`config.mk`:
```
export PLATFORM = sky130hd
export DESIGN_NAME = heard_station_table
export DESIGN_NICKNAME = d
export VERILOG_FILES = /design/src/hdl/hst_pkg.sv /design/src/hdl/heard_station_table.sv /design/src/hdl/hst_ram.sv
export SDC_FILE = /design/constraint.sdc
export NUM_CORES = 2
export LEC_CHECK = 0
export CORE_UTILIZATION = 58
export CTS_CLUSTER_SIZE = 30
export DETAILED_ROUTE_END_ITERATION = 8
export DONT_BUFFER_PORTS = 1
export PLACE_DENSITY = 0.74
export SLEW_MARGIN = 10
export SYNTH_ARGS = -nofsm -noshare
export SYNTH_HDL_FRONTEND = slang
export SYNTH_HIERARCHICAL = 1
export SYNTH_SLANG_ARGS = --single-unit
```
`constraint.sdc`:
```
create_clock -name clk -period 7.7 [get_ports clk]
set_clock_uncertainty 0.15 [all_clocks]
set_input_delay 1.155 -clock clk [delete_from_list [all_inputs] [get_ports clk]]
set_output_delay 1.155 -clock clk [all_outputs]
set_load 0.05 [all_outputs]
```
`src/hdl/hst_pkg.sv`:
```
// Shared types and constants of the heard station table.
`default_nettype none

package hst_pkg;

    localparam int ADDR_W   = 56;
    localparam int TYPE_W   = 8;
    localparam int PORT_W   = 4;
    localparam int PLEN_W   = 4;
    localparam int COUNT_W  = 16;
    localparam int SLOT_W   = 5;
    localparam int STATUS_W = 3;
    localparam int NOW_W    = 32;
    localparam int SIZE_W   = 6;
    localparam int APB_AW   = 3;
    localparam int APB_DW   = 32;

    localparam int IN_DATA_W  = 104;
    localparam int OUT_DATA_W = 32;

    localparam int TABLE_DEPTH_DEF = 32;
    localparam int MAX_PATH_DEF    = 8;
    localparam int TIME_BITS_DEF   = 32;

    localparam logic [TYPE_W-1:0] BLANK_TYPE = 8'h20;

    // Address bits that take part in a match: the callsign bytes and the SSID.
    localparam logic [ADDR_W-1:0] MATCH_MASK = 56'hFF_FFFF_FFFF_FF1E;

    // Register select, taken from bit 2 of the byte address.
    localparam logic REG_TABLE_SIZE  = 1'b0;
    localparam logic REG_TYPE_IN_KEY = 1'b1;

    typedef enum logic [0:0] {
        OP_UPDATE = 1'b0,
        OP_LOOKUP = 1'b1
    } op_t;

    typedef enum logic [STATUS_W-1:0] {
        STAT_REFRESHED = 3'd0,
        STAT_INSERTED  = 3'd1,
        STAT_REPLACED  = 3'd2,
        STAT_DISABLED  = 3'd3,
        STAT_HIT       = 3'd4,
        STAT_MISS      = 3'd5
    } status_t;

endpackage

`default_nettype wire

```
`src/hdl/heard_station_table.sv`:
```
// Top level of the heard station table: sequencer, registers and ports.
//
// The block keeps up to table_size stations heard (at most TABLE_DEPTH) in one
// RAM with one record per entry. An item on a non-empty table walks the used
// entries in order, one RAM read per cycle, comparing each record against the
// address with one shared compare unit and tracking the oldest time for
// replacement, up to the first match or the last used entry,
// and s_tready is low while an item is being worked on. An update that finds
// its station refreshes that entry, otherwise it appends a new entry or, on a
// full table, overwrites the entry with the smallest time, the lowest index on
// a tie. A lookup returns the interface of the first matching address. The
// result waits in an output register, so the next item can be taken before
// the previous result is collected. Writing table_size empties the table, and
// a size of zero turns updates into the disabled status.
`default_nettype none

module heard_station_table #(
    parameter int TABLE_DEPTH = hst_pkg::TABLE_DEPTH_DEF,
    parameter int MAX_PATH    = hst_pkg::MAX_PATH_DEF,
    parameter int TIME_BITS   = hst_pkg::TIME_BITS_DEF
) (
    input  wire logic                            clk,
    input  wire logic                            rst_n,

    input  wire logic                            s_tvalid,
    output logic                                 s_tready,
    // station_addr[55:0], type_char[63:56], port_id[67:64], path_len[71:68],
    // now_time[103:72]
    input  wire logic [hst_pkg::IN_DATA_W-1:0]   s_tdata,
    // op[0]
    input  wire logic                            s_tuser,

    output logic                                 m_tvalid,
    input  wire logic                            m_tready,
    // slot[4:0], found_port[8:5], heard_count[24:9], zero[31:25]
    output logic      [hst_pkg::OUT_DATA_W-1:0]  m_tdata,
    // status[2:0]
    output logic      [hst_pkg::STATUS_W-1:0]    m_tuser,

    input  wire logic                            psel,
    input  wire logic                            penable,
    input  wire logic                            pwrite,
    input  wire logic [hst_pkg::APB_AW-1:0]      paddr,
    input  wire logic [hst_pkg::APB_DW-1:0]      pwdata,
    output logic      [hst_pkg::APB_DW-1:0]      prdata,
    output logic                                 pready
);

    localparam int IDX_W  = (TABLE_DEPTH > 1) ? $clog2(TABLE_DEPTH) : 1;
    localparam int SIZE_W = hst_pkg::SIZE_W;

    typedef struct packed {
        logic [hst_pkg::ADDR_W-1:0]  key;
        logic [hst_pkg::TYPE_W-1:0]  typ;
        logic [hst_pkg::COUNT_W-1:0] cnt;
        logic [TIME_BITS-1:0]        tim;
        logic [hst_pkg::PORT_W-1:0]  port;
        logic [hst_pkg::PLEN_W-1:0]  plen;
    } entry_t;

    localparam int ENTRY_W = $bits(entry_t);

    typedef enum logic [1:0] {
        ST_IDLE,
        ST_SCAN,
        ST_WRITE,
        ST_DONE
    } state_t;

    state_t                          state_reg, state_next;
    logic [SIZE_W-1:0]               size_reg, size_next;
    logic                            tik_reg, tik_next;
    logic [SIZE_W-1:0]               used_reg, used_next;

    hst_pkg::op_t                    op_reg, op_next;
    logic [hst_pkg::ADDR_W-1:0]      key_reg, key_next;
    logic [hst_pkg::TYPE_W-1:0]      typ_reg, typ_next;
    logic [hst_pkg::PORT_W-1:0]      port_reg, port_next;
    logic [hst_pkg::PLEN_W-1:0]      plen_reg, plen_next;
    logic [TIME_BITS-1:0]            time_reg, time_next;

    logic [SIZE_W-1:0]               rd_idx_reg, rd_idx_next;
    logic [SIZE_W-1:0]               chk_idx_reg, chk_idx_next;
    logic                            chk_vld_reg, chk_vld_next;
    logic [SIZE_W-1:0]               best_idx_reg, best_idx_next;
    logic [TIME_BITS-1:0]            best_time_reg, best_time_next;
    entry_t                          ent_reg, ent_next;
    hst_pkg::status_t                act_reg, act_next;
    logic [SIZE_W-1:0]               act_idx_reg, act_idx_next;

    hst_pkg::status_t                res_status_reg, res_status_next;
    logic [SIZE_W-1:0]               res_idx_reg, res_idx_next;
    logic [hst_pkg::PORT_W-1:0]      res_port_reg, res_port_next;
    logic [hst_pkg::COUNT_W-1:0]     res_count_reg, res_count_next;

    logic                            m_tvalid_reg, m_tvalid_next;
    logic [hst_pkg::OUT_DATA_W-1:0]  m_tdata_reg, m_tdata_next;
    logic [hst_pkg::STATUS_W-1:0]    m_tuser_reg, m_tuser_next;

    logic                            in_xfer;
    logic                            cfg_wr;
    logic                            out_free;
    logic                            ram_we;
    logic [IDX_W-1:0]                ram_waddr;
    entry_t                          ram_wdata;
    entry_t                          ram_rdata;
    logic                            addr_hit;
    logic                            full_hit;
    logic                            older;
    logic [SIZE_W-1:0]               final_best;
    logic [hst_pkg::COUNT_W-1:0]     new_count;
    logic [SIZE_W-1:0]               size_wr;
    logic [hst_pkg::PLEN_W-1:0]      in_plen;

    hst_ram #(
        .WIDTH (ENTRY_W),
        .DEPTH (TABLE_DEPTH)
    ) u_ram (
        .clk   (clk),
        .we    (ram_we),
        .waddr (ram_waddr),
        .wdata (ram_wdata),
        .raddr (IDX_W'(rd_idx_reg)),
        .rdata (ram_rdata)
    );

    assign s_tready = (state_reg == ST_IDLE);
    assign in_xfer  = s_tvalid && s_tready;
    assign cfg_wr   = psel && penable && pwrite && pready;
    assign out_free = !m_tvalid_reg || m_tready;
    assign pready   = 1'b1;

    assign m_tvalid = m_tvalid_reg;
    assign m_tdata  = m_tdata_reg;
    assign m_tuser  = m_tuser_reg;

    always_comb
    begin
        prdata = '0;
        if (paddr[2] == hst_pkg::REG_TYPE_IN_KEY)
        begin
            prdata[0] = tik_reg;
        end
        else
        begin
            prdata[SIZE_W-1:0] = size_reg;
        end
    end

    assign size_wr = (int'(pwdata[SIZE_W-1:0]) > TABLE_DEPTH) ? SIZE_W'(TABLE_DEPTH)
                                                               : pwdata[SIZE_W-1:0];
    assign in_plen = (int'(s_tdata[71:68]) > MAX_PATH) ? hst_pkg::PLEN_W'(MAX_PATH)
                                                        : s_tdata[71:68];

    assign addr_hit   = ((ram_rdata.key ^ key_reg) & hst_pkg::MATCH_MASK) == '0;
    assign full_hit   = addr_hit && (op_reg == hst_pkg::OP_LOOKUP || !tik_reg ||
                                     ram_rdata.typ == typ_reg);
    assign older      = (chk_idx_reg == '0) || (ram_rdata.tim < best_time_reg);
    assign final_best = older ? chk_idx_reg : best_idx_reg;
    assign new_count  = (ent_reg.cnt == '1) ? ent_reg.cnt : ent_reg.cnt + 1'b1;

    always_comb
    begin
        ram_we    = (state_reg == ST_WRITE);
        ram_waddr = IDX_W'(act_idx_reg);
        ram_wdata = ent_reg;
        if (act_reg == hst_pkg::STAT_REFRESHED)
        begin
            ram_wdata.cnt = new_count;
        end
        else
        begin
            ram_wdata.key = key_reg;
            ram_wdata.typ = tik_reg ? typ_reg : hst_pkg::BLANK_TYPE;
            ram_wdata.cnt = hst_pkg::COUNT_W'(1);
        end
        ram_wdata.tim  = time_reg;
        ram_wdata.port = port_reg;
        ram_wdata.plen = plen_reg;
    end

    always_comb
    begin
        state_next      = state_reg;
        size_next       = size_reg;
        tik_next        = tik_reg;
        used_next       = used_reg;
        op_next         = op_reg;
        key_next        = key_reg;
        typ_next        = typ_reg;
        port_next       = port_reg;
        plen_next       = plen_reg;
        time_next       = time_reg;
        rd_idx_next     = rd_idx_reg;
        chk_idx_next    = chk_idx_reg;
        chk_vld_next    = chk_vld_reg;
        best_idx_next   = best_idx_reg;
        best_time_next  = best_time_reg;
        ent_next        = ent_reg;
        act_next        = act_reg;
        act_idx_next    = act_idx_reg;
        res_status_next = res_status_reg;
        res_idx_next    = res_idx_reg;
        res_port_next   = res_port_reg;
        res_count_next  = res_count_reg;
        m_tvalid_next   = m_tvalid_reg;
        m_tdata_next    = m_tdata_reg;
        m_tuser_next    = m_tuser_reg;

        if (m_tvalid_reg && m_tready)
        begin
            m_tvalid_next = 1'b0;
        end

        unique case (state_reg)
            ST_IDLE:
            begin
                if (in_xfer)
                begin
                    op_next      = hst_pkg::op_t'(s_tuser);
                    key_next     = s_tdata[55:0];
                    typ_next     = s_tdata[63:56];
                    port_next    = s_tdata[67:64];
                    plen_next    = in_plen;
                    time_next    = TIME_BITS'(s_tdata[103:72]);
                    rd_idx_next  = '0;
                    chk_vld_next = 1'b0;
                    act_idx_next = used_reg;
                    if (hst_pkg::op_t'(s_tuser) == hst_pkg::OP_UPDATE && size_reg == '0)
                    begin
                        res_status_next = hst_pkg::STAT_DISABLED;
                        res_idx_next    = '0;
                        res_port_next   = '0;
                        res_count_next  = '0;
                        state_next      = ST_DONE;
                    end
                    else if (used_reg == '0)
                    begin
                        if (hst_pkg::op_t'(s_tuser) == hst_pkg::OP_LOOKUP)
                        begin
                            res_status_next = hst_pkg::STAT_MISS;
                            res_idx_next    = '0;
                            res_port_next   = '0;
                            res_count_next  = '0;
                            state_next      = ST_DONE;
                        end
                        else
                        begin
                            act_next   = hst_pkg::STAT_INSERTED;
                            state_next = ST_WRITE;
                        end
                    end
                    else
                    begin
                        state_next = ST_SCAN;
                    end
                end
            end

            ST_SCAN:
            begin
                rd_idx_next  = rd_idx_reg + 1'b1;
                chk_idx_next = rd_idx_reg;
                chk_vld_next = (rd_idx_reg < used_reg);
                if (chk_vld_reg)
                begin
                    if (full_hit)
                    begin
                        ent_next     = ram_rdata;
                        act_idx_next = chk_idx_reg;
                        if (op_reg == hst_pkg::OP_LOOKUP)
                        begin
                            res_status_next = hst_pkg::STAT_HIT;
                            res_idx_next    = chk_idx_reg;
                            res_port_next   = ram_rdata.port;
                            res_count_next  = ram_rdata.cnt;
                            state_next      = ST_DONE;
                        end
                        else
                        begin
                            act_next   = hst_pkg::STAT_REFRESHED;
                            state_next = ST_WRITE;
                        end
                    end
                    else
                    begin
                        if (older)
                        begin
                            best_idx_next  = chk_idx_reg;
                            best_time_next = ram_rdata.tim;
                        end
                        if (chk_idx_reg == used_reg - 1'b1)
                        begin
                            if (op_reg == hst_pkg::OP_LOOKUP)
                            begin
                                res_status_next = hst_pkg::STAT_MISS;
                                res_idx_next    = '0;
                                res_port_next   = '0;
                                res_count_next  = '0;
                                state_next      = ST_DONE;
                            end
                            else if (used_reg < size_reg)
                            begin
                                act_next     = hst_pkg::STAT_INSERTED;
                                act_idx_next = used_reg;
                                state_next   = ST_WRITE;
                            end
                            else
                            begin
                                act_next     = hst_pkg::STAT_REPLACED;
                                act_idx_next = final_best;
                                state_next   = ST_WRITE;
                            end
                        end
                    end
                end
            end

            ST_WRITE:
            begin
                res_status_next = act_reg;
                res_idx_next    = act_idx_reg;
                res_port_next   = port_reg;
                res_count_next  = ram_wdata.cnt;
                if (act_reg == hst_pkg::STAT_INSERTED)
                begin
                    used_next = used_reg + 1'b1;
                end
                state_next = ST_DONE;
            end

            ST_DONE:
            begin
                if (out_free)
                begin
                    m_tvalid_next = 1'b1;
                    m_tdata_next  = {7'b0, res_count_reg, res_port_reg,
                                     hst_pkg::SLOT_W'(res_idx_reg)};
                    m_tuser_next  = res_status_reg;
                    state_next    = ST_IDLE;
                end
            end

            default:
            begin
                state_next = ST_IDLE;
            end
        endcase

        if (cfg_wr)
        begin
            unique case (paddr[2])
                hst_pkg::REG_TABLE_SIZE:
                begin
                    size_next = size_wr;
                    used_next = '0;
                end
                hst_pkg::REG_TYPE_IN_KEY:
                begin
                    tik_next = pwdata[0];
                end
                default:
                begin
                    tik_next = tik_reg;
                end
            endcase
        end
    end

    always_ff @(posedge clk or negedge rst_n)
    begin
        if (!rst_n)
        begin
            state_reg      <= ST_IDLE;
            size_reg       <= '0;
            tik_reg        <= 1'b0;
            used_reg       <= '0;
            op_reg         <= hst_pkg::OP_UPDATE;
            key_reg        <= '0;
            typ_reg        <= '0;
            port_reg       <= '0;
            plen_reg       <= '0;
            time_reg       <= '0;
            rd_idx_reg     <= '0;
            chk_idx_reg    <= '0;
            chk_vld_reg    <= 1'b0;
            best_idx_reg   <= '0;
            best_time_reg  <= '0;
            ent_reg        <= '0;
            act_reg        <= hst_pkg::STAT_INSERTED;
            act_idx_reg    <= '0;
            res_status_reg <= hst_pkg::STAT_MISS;
            res_idx_reg    <= '0;
            res_port_reg   <= '0;
            res_count_reg  <= '0;
            m_tvalid_reg   <= 1'b0;
            m_tdata_reg    <= '0;
            m_tuser_reg    <= '0;
        end
        else
        begin
            state_reg      <= state_next;
            size_reg       <= size_next;
            tik_reg        <= tik_next;
            used_reg       <= used_next;
            op_reg         <= op_next;
            key_reg        <= key_next;
            typ_reg        <= typ_next;
            port_reg       <= port_next;
            plen_reg       <= plen_next;
            time_reg       <= time_next;
            rd_idx_reg     <= rd_idx_next;
            chk_idx_reg    <= chk_idx_next;
            chk_vld_reg    <= chk_vld_next;
            best_idx_reg   <= best_idx_next;
            best_time_reg  <= best_time_next;
            ent_reg        <= ent_next;
            act_reg        <= act_next;
            act_idx_reg    <= act_idx_next;
            res_status_reg <= res_status_next;
            res_idx_reg    <= res_idx_next;
            res_port_reg   <= res_port_next;
            res_count_reg  <= res_count_next;
            m_tvalid_reg   <= m_tvalid_next;
            m_tdata_reg    <= m_tdata_next;
            m_tuser_reg    <= m_tuser_next;
        end
    end

endmodule

`default_nettype wire

```
`src/hdl/hst_ram.sv`:
```
// Generic single-port-write, single-port-read RAM with registered read data.
`default_nettype none

module hst_ram #(
    parameter int WIDTH = 8,
    parameter int DEPTH = 32
) (
    input  wire logic                                  clk,
    input  wire logic                                  we,
    input  wire logic [(DEPTH > 1 ? $clog2(DEPTH) : 1)-1:0] waddr,
    input  wire logic [WIDTH-1:0]                      wdata,
    input  wire logic [(DEPTH > 1 ? $clog2(DEPTH) : 1)-1:0] raddr,
    output logic      [WIDTH-1:0]                      rdata
);

    logic [WIDTH-1:0] mem [DEPTH];

    always_ff @(posedge clk)
    begin
        if (we)
        begin
            mem[waddr] <= wdata;
        end
        rdata <= mem[raddr];
    end

endmodule

`default_nettype wire

```
---- Word level (Yosys, flattened, before mapping) ----
Memories as Yosys holds them, arrays and structs flattened. A register that Yosys moved wholly into a read port is not among the register bits.
Cells that the tools add are included.
word-level totals
  word-level logic and storage cells ...... 184
  memories kept ........................... 1
  input port bits ......................... 147
  output and inout bits ................... 70
  memory bits (writable) .................. 3840
  bits in registers ....................... 316
cells by class
  equality and inequality tests ........... 21
  $add $sub $neg .......................... 4
  reduce and logical (&&, ||, !) cells .... 32
  bitwise gates (word level) .............. 4
  mux-type cells .......................... 90
  order comparisons ....................... 5
memory list
  memory     depth  bits a word  rd ports  clocked after memory_dff  wr ports  line           RTL
  u_ram.mem  32     120          1         1                         1         hst_ram.sv:16  logic [WIDTH-1:0] mem [DEPTH];
operator list
  kind                   number
  $mux 16                11
  $mux 5                 16
  $mux 64                1
  $logic_not 56->1       1
  $xor 56x56->56         1
  $mux 3                 18
  $pmux 16 s3            1
  $mux 6                 7
  $mux 4                 10
  $lt 32x32->1           1
  $logic_not 6->1        3
  $ne 3x3->1 const B     6
  $add 16x1->16 const B  1
  $eq 16x16->1 const B   1
  $mux 2                 8
  $pmux 5 s3             1
  $add 6x1->6 const B    2
  $lt 6x6->1             2
  $pmux 4 s3             1
  $pmux 6 s2             1
  $pmux 5 s2             1
  $reduce_and 2->1       5
  $mux 1                 9
  $pmux 3 s3             1
  28 further kinds       47

---- Longest topological paths before layout ----
  word-level depth ........................ 9
  mapped depth ............................ 11
  mapped depth without buffers ............ 10

---- Modules after synthesis ----
Netlist, hierarchy kept.
modules (own cells, without submodules)
  module               area an instance (µm²)  cells each  sequential area each (µm²)  instances
  hst_ram              148077.0                6974        117712.9                    1
  heard_station_table  15846.4                 1407        7861.3                      1

---- Least setup slack after synthesis ----
Ideal clock, no wire load.
  path type ............................... register to register
  from .................................... reg state_reg[0]
  to ...................................... mem u_ram/mem[28][0] (netlist bit), enable pin
  library setup time ...................... 601 ps
  clock period less this slack ............ 7095 ps
  stages on the path, launching flop included .. 6
  setup slack ............................. 605 ps
  arrival time ............................ 6344 ps
  path through ............................ dfrtp_1 inv_1 ha_1 or3b_2 clkbuf_1 nor2_1
on the way
  cells in the longest elaborated chain, start to end .. 3
ends and longest elaborated chain
  element                       line                        RTL
  start, declared               heard_station_table.sv:70   state_t state_reg, state_next;
  start signal, assigned        heard_station_table.sv:402  state_reg <= state_next;
  $eq 2x2->1                    heard_station_table.sv:164  ram_we = (state_reg == ST_WRITE);
  named net ram_we              heard_station_table.sv:103  logic ram_we;
  $mux 1                        hst_ram.sv:20               if (we)
  $mux 1 (implied by the code)  hst_ram.sv:22               mem[waddr] <= wdata;
  end, declared                 hst_ram.sv:16
The timed path passes the listed nets, and every way through them passes these cells.

---- Final worst setup path ----
  from .................................... reg key_reg[2] (netlist bit)
  to ...................................... reg ent_reg[88] (netlist bit)
on the way
  cells in the longest elaborated chain, start to end .. 4
ends and longest elaborated chain
  element                     line                        RTL
  start, declared             heard_station_table.sv:76   logic [hst_pkg::ADDR_W-1:0] key_reg, key_next;
  start signal, assigned      heard_station_table.sv:407  key_reg <= key_next;
  $xor 56x56->56              heard_station_table.sv:155  assign addr_hit = ((ram_rdata.key ^ key_reg) & hst_pkg::MATCH_MASK) == '0;
  $logic_not 56->1            heard_station_table.sv:155
  $logic_and 1x1->1           heard_station_table.sv:156  assign full_hit = addr_hit && (op_reg == hst_pkg::OP_LOOKUP || !tik_reg ||
  $reduce_and 3->1 (no line)  -
  end signal, assigned        heard_station_table.sv:417  ent_reg <= ent_next;
  end, declared               heard_station_table.sv:87   entry_t ent_reg, ent_next;
Every way passes these cells.
A chain may end at the register's enable or synchronous reset.

==> qor.yml <==
final_layout:
  num-nets-final: 8212
  final_cell_count_no_fill: 11900
  mostFrequentLayoutCell: "edfxtp_1"
  mostFrequentLayoutCells: "3,584 x edfxtp_1, 901 x mux2i_1, 612 x a22oi_1"
  layout-area-overhead-vs-synth_pct: 11.1
  drive_gt1_frac: 0.183
  largest_register_ff_count: 3584
worst_setup_path:
  critical_path.reg2reg.endpoint: "ent_reg[88]$_DFFE_PN0P_"
  path_cells: "xnor2_1, nand4_1, nor4_1, nand4_1, a31oi_1, buf_4, and3_4, buf_4, mux2_2"
  worstPathArrival_ns: 6.00
  worstSetupPathType: "reg2reg"
  worstPathMaxFanout: 40
  worstPathRequired_ns: 8.33
  critPathMaxStageDelay_ns: 0.91
  critPathLaunchType: "register"
  worstSetupPathDepth: 9
  number_of_cells_traversed_by_the_worst_register_to_register_path: 9
  cp_num_buf_inv: 2
  critical_path.slowest_cell: "nand4_1"
  reg2reg_setup_slack_ns: 2.33
  timing.critical_path.to_type: "register"
  critPathLaunch: "key_reg[2]$_DFFE_PN0P_"
  cp_top_family: "simple AND/OR/NAND/NOR gates"
  crit_path_end: "ent_reg[88]$_DFFE_PN0P_"
  critical_path.reg2reg.startpoint: "key_reg[2]$_DFFE_PN0P_"
sta:
  timing_hold_violations_final: 123
  layout_worst_path_cycle_share: 0.697
  fin_setup_tns_ns: 0
  achievable-frequency_mhz: 186
  setup_viol_count_final: 0
  maxSlewHeadroom: -0.281
  final.setup.worst_slack_ns: 2.33
  whs_ns: -0.183
  tightestPinTransition_ns: 1.92
  timing.final.max_slew_violations: 114
  finalCriticalPeriod_ns: 5.37
  grt_setup_unrepaired: "false"
clock_tree:
  cts-buffers-inserted: 391
  tritoncts: "yes"
  postCtsSetupBuffers: 0
  clock_latency_ns: 0.93
  htreeDepth: 5
  cts_num_sinks: 3998
  cts_root_buf: "clkbuf_16"
  postCtsResizedCells: 0
  max-clock-path-buffers: 4
  clk_transition_reported_paths_ns: 0.06
job:
  drv_cap: 0
drt:
  drc_errors: 0
  detailedRoute.firstPassIterationCount: 8
  vias_per_cell: 6.77
  detail_route.iter0.violations: 10700
  antenna_violating_nets_post_route: 0
  detailroute.via_count: 80500
  drt-wirelength-per-cell_um: 34.1
  wirelength_mm: 405
place:
  gp_congestion: 0.843
  placed_cells_incl_taps: 11100
  post-place-ws_ns: 2.53
  dp.final_hpwl_mm: 199
  port_buffers: 0
global_route:
  antenna_found_initial: 56
  grt_use_total: 0.304
  gr-total-overflow: 0
  grt_pass1_vias: 79200
  pin_count_of_the_biggest_net_entering_global_routing: 303
  grt_pass1_wl_mm: 571
die:
  floorplan.die.width_um: 517
  start_util: 0.585
  std_cell_rows: 188
  die_area_um2: 267000
  die_y_um: 517
  io_pins: 217
  core_um2: 263000
status:
  outcome: "finished with violations"
  failed_checks: "negative hold slack, max-slew violations"
synth:
  yosysWarnings: 6
  area_of_the_mapped_netlist_um2: 154000
  syn-instance-count: 7907
  postSynthAreaPerCell_um2: 19.4
power_and_ir_drop:
  power_leakage_nw: 55.6
  maximum_ir_drop_on_the_vdd_rail_uv: 304
  power.density_cell_area_nw_per_um2: 367
worst_hold_path:
  path_category_of_the_worst_min_delay_check: "in2async"
-- per-stage QoR --
step                total power, mW  utilization  area (um2)
CTS                            62.7        0.649      171000
finish                         62.6        0.650      171000
floorplan                      39.2            -      154000
detailed placement             43.9        0.601      158000
global placement               43.3        0.601      158000
global route                   64.6        0.649      171000
-- worst min path at each step --
stage,endpoint,slack (ns),cells past startpoint
after floorplan,ent_reg[54]$_DFFE_PN0P_,0.28,2
after global placement,res_port_reg[1]$_DFFE_PN0P_,0.32,1
after detailed placement,res_port_reg[1]$_DFFE_PN0P_,0.33,1
after CTS,time_reg[10]$_DFFE_PN0P_,-0.26,0
after global routing,m_tdata[10]$_DFFE_PN0P_,-0.23,0
final,m_tdata[10]$_DFFE_PN0P_,-0.18,0
-- power by group --
group	internal (mW)	switching [mW]	leakage, nW	total (mW)
logic	4.63	8.67	11.3	13.3
clock network	11.0	8.03	6.25	19.0
registers	28.5	1.85	38.1	30.3
total	44.1	18.6	55.6	62.6
-- cell type report --
| class | instances | area (um2) |
|---|---|---|
| multi-input cells | 3387 | 34100 |
| clock inverters | 175 | 1960 |
| diodes | 27 | 67.6 |
| fillers | 17100 | 92200 |
| clock buffers | 549 | 10800 |
| well taps | 3515 | 4400 |
| flip-flops and latches | 3998 | 117000 |
| inverters | 57 | 214 |
| repair buffers | 181 | 1850 |
-- metal layers --
metal  track usage  vias up  part of all wire
li1              -    32300                 -
met1         0.426    42000              0.37
met2         0.477     5229              0.46
met3        0.0655      974              0.12
met4         0.109       44             0.042
met5             0        -           0.00070
Power figures use the tool's default switching activity.
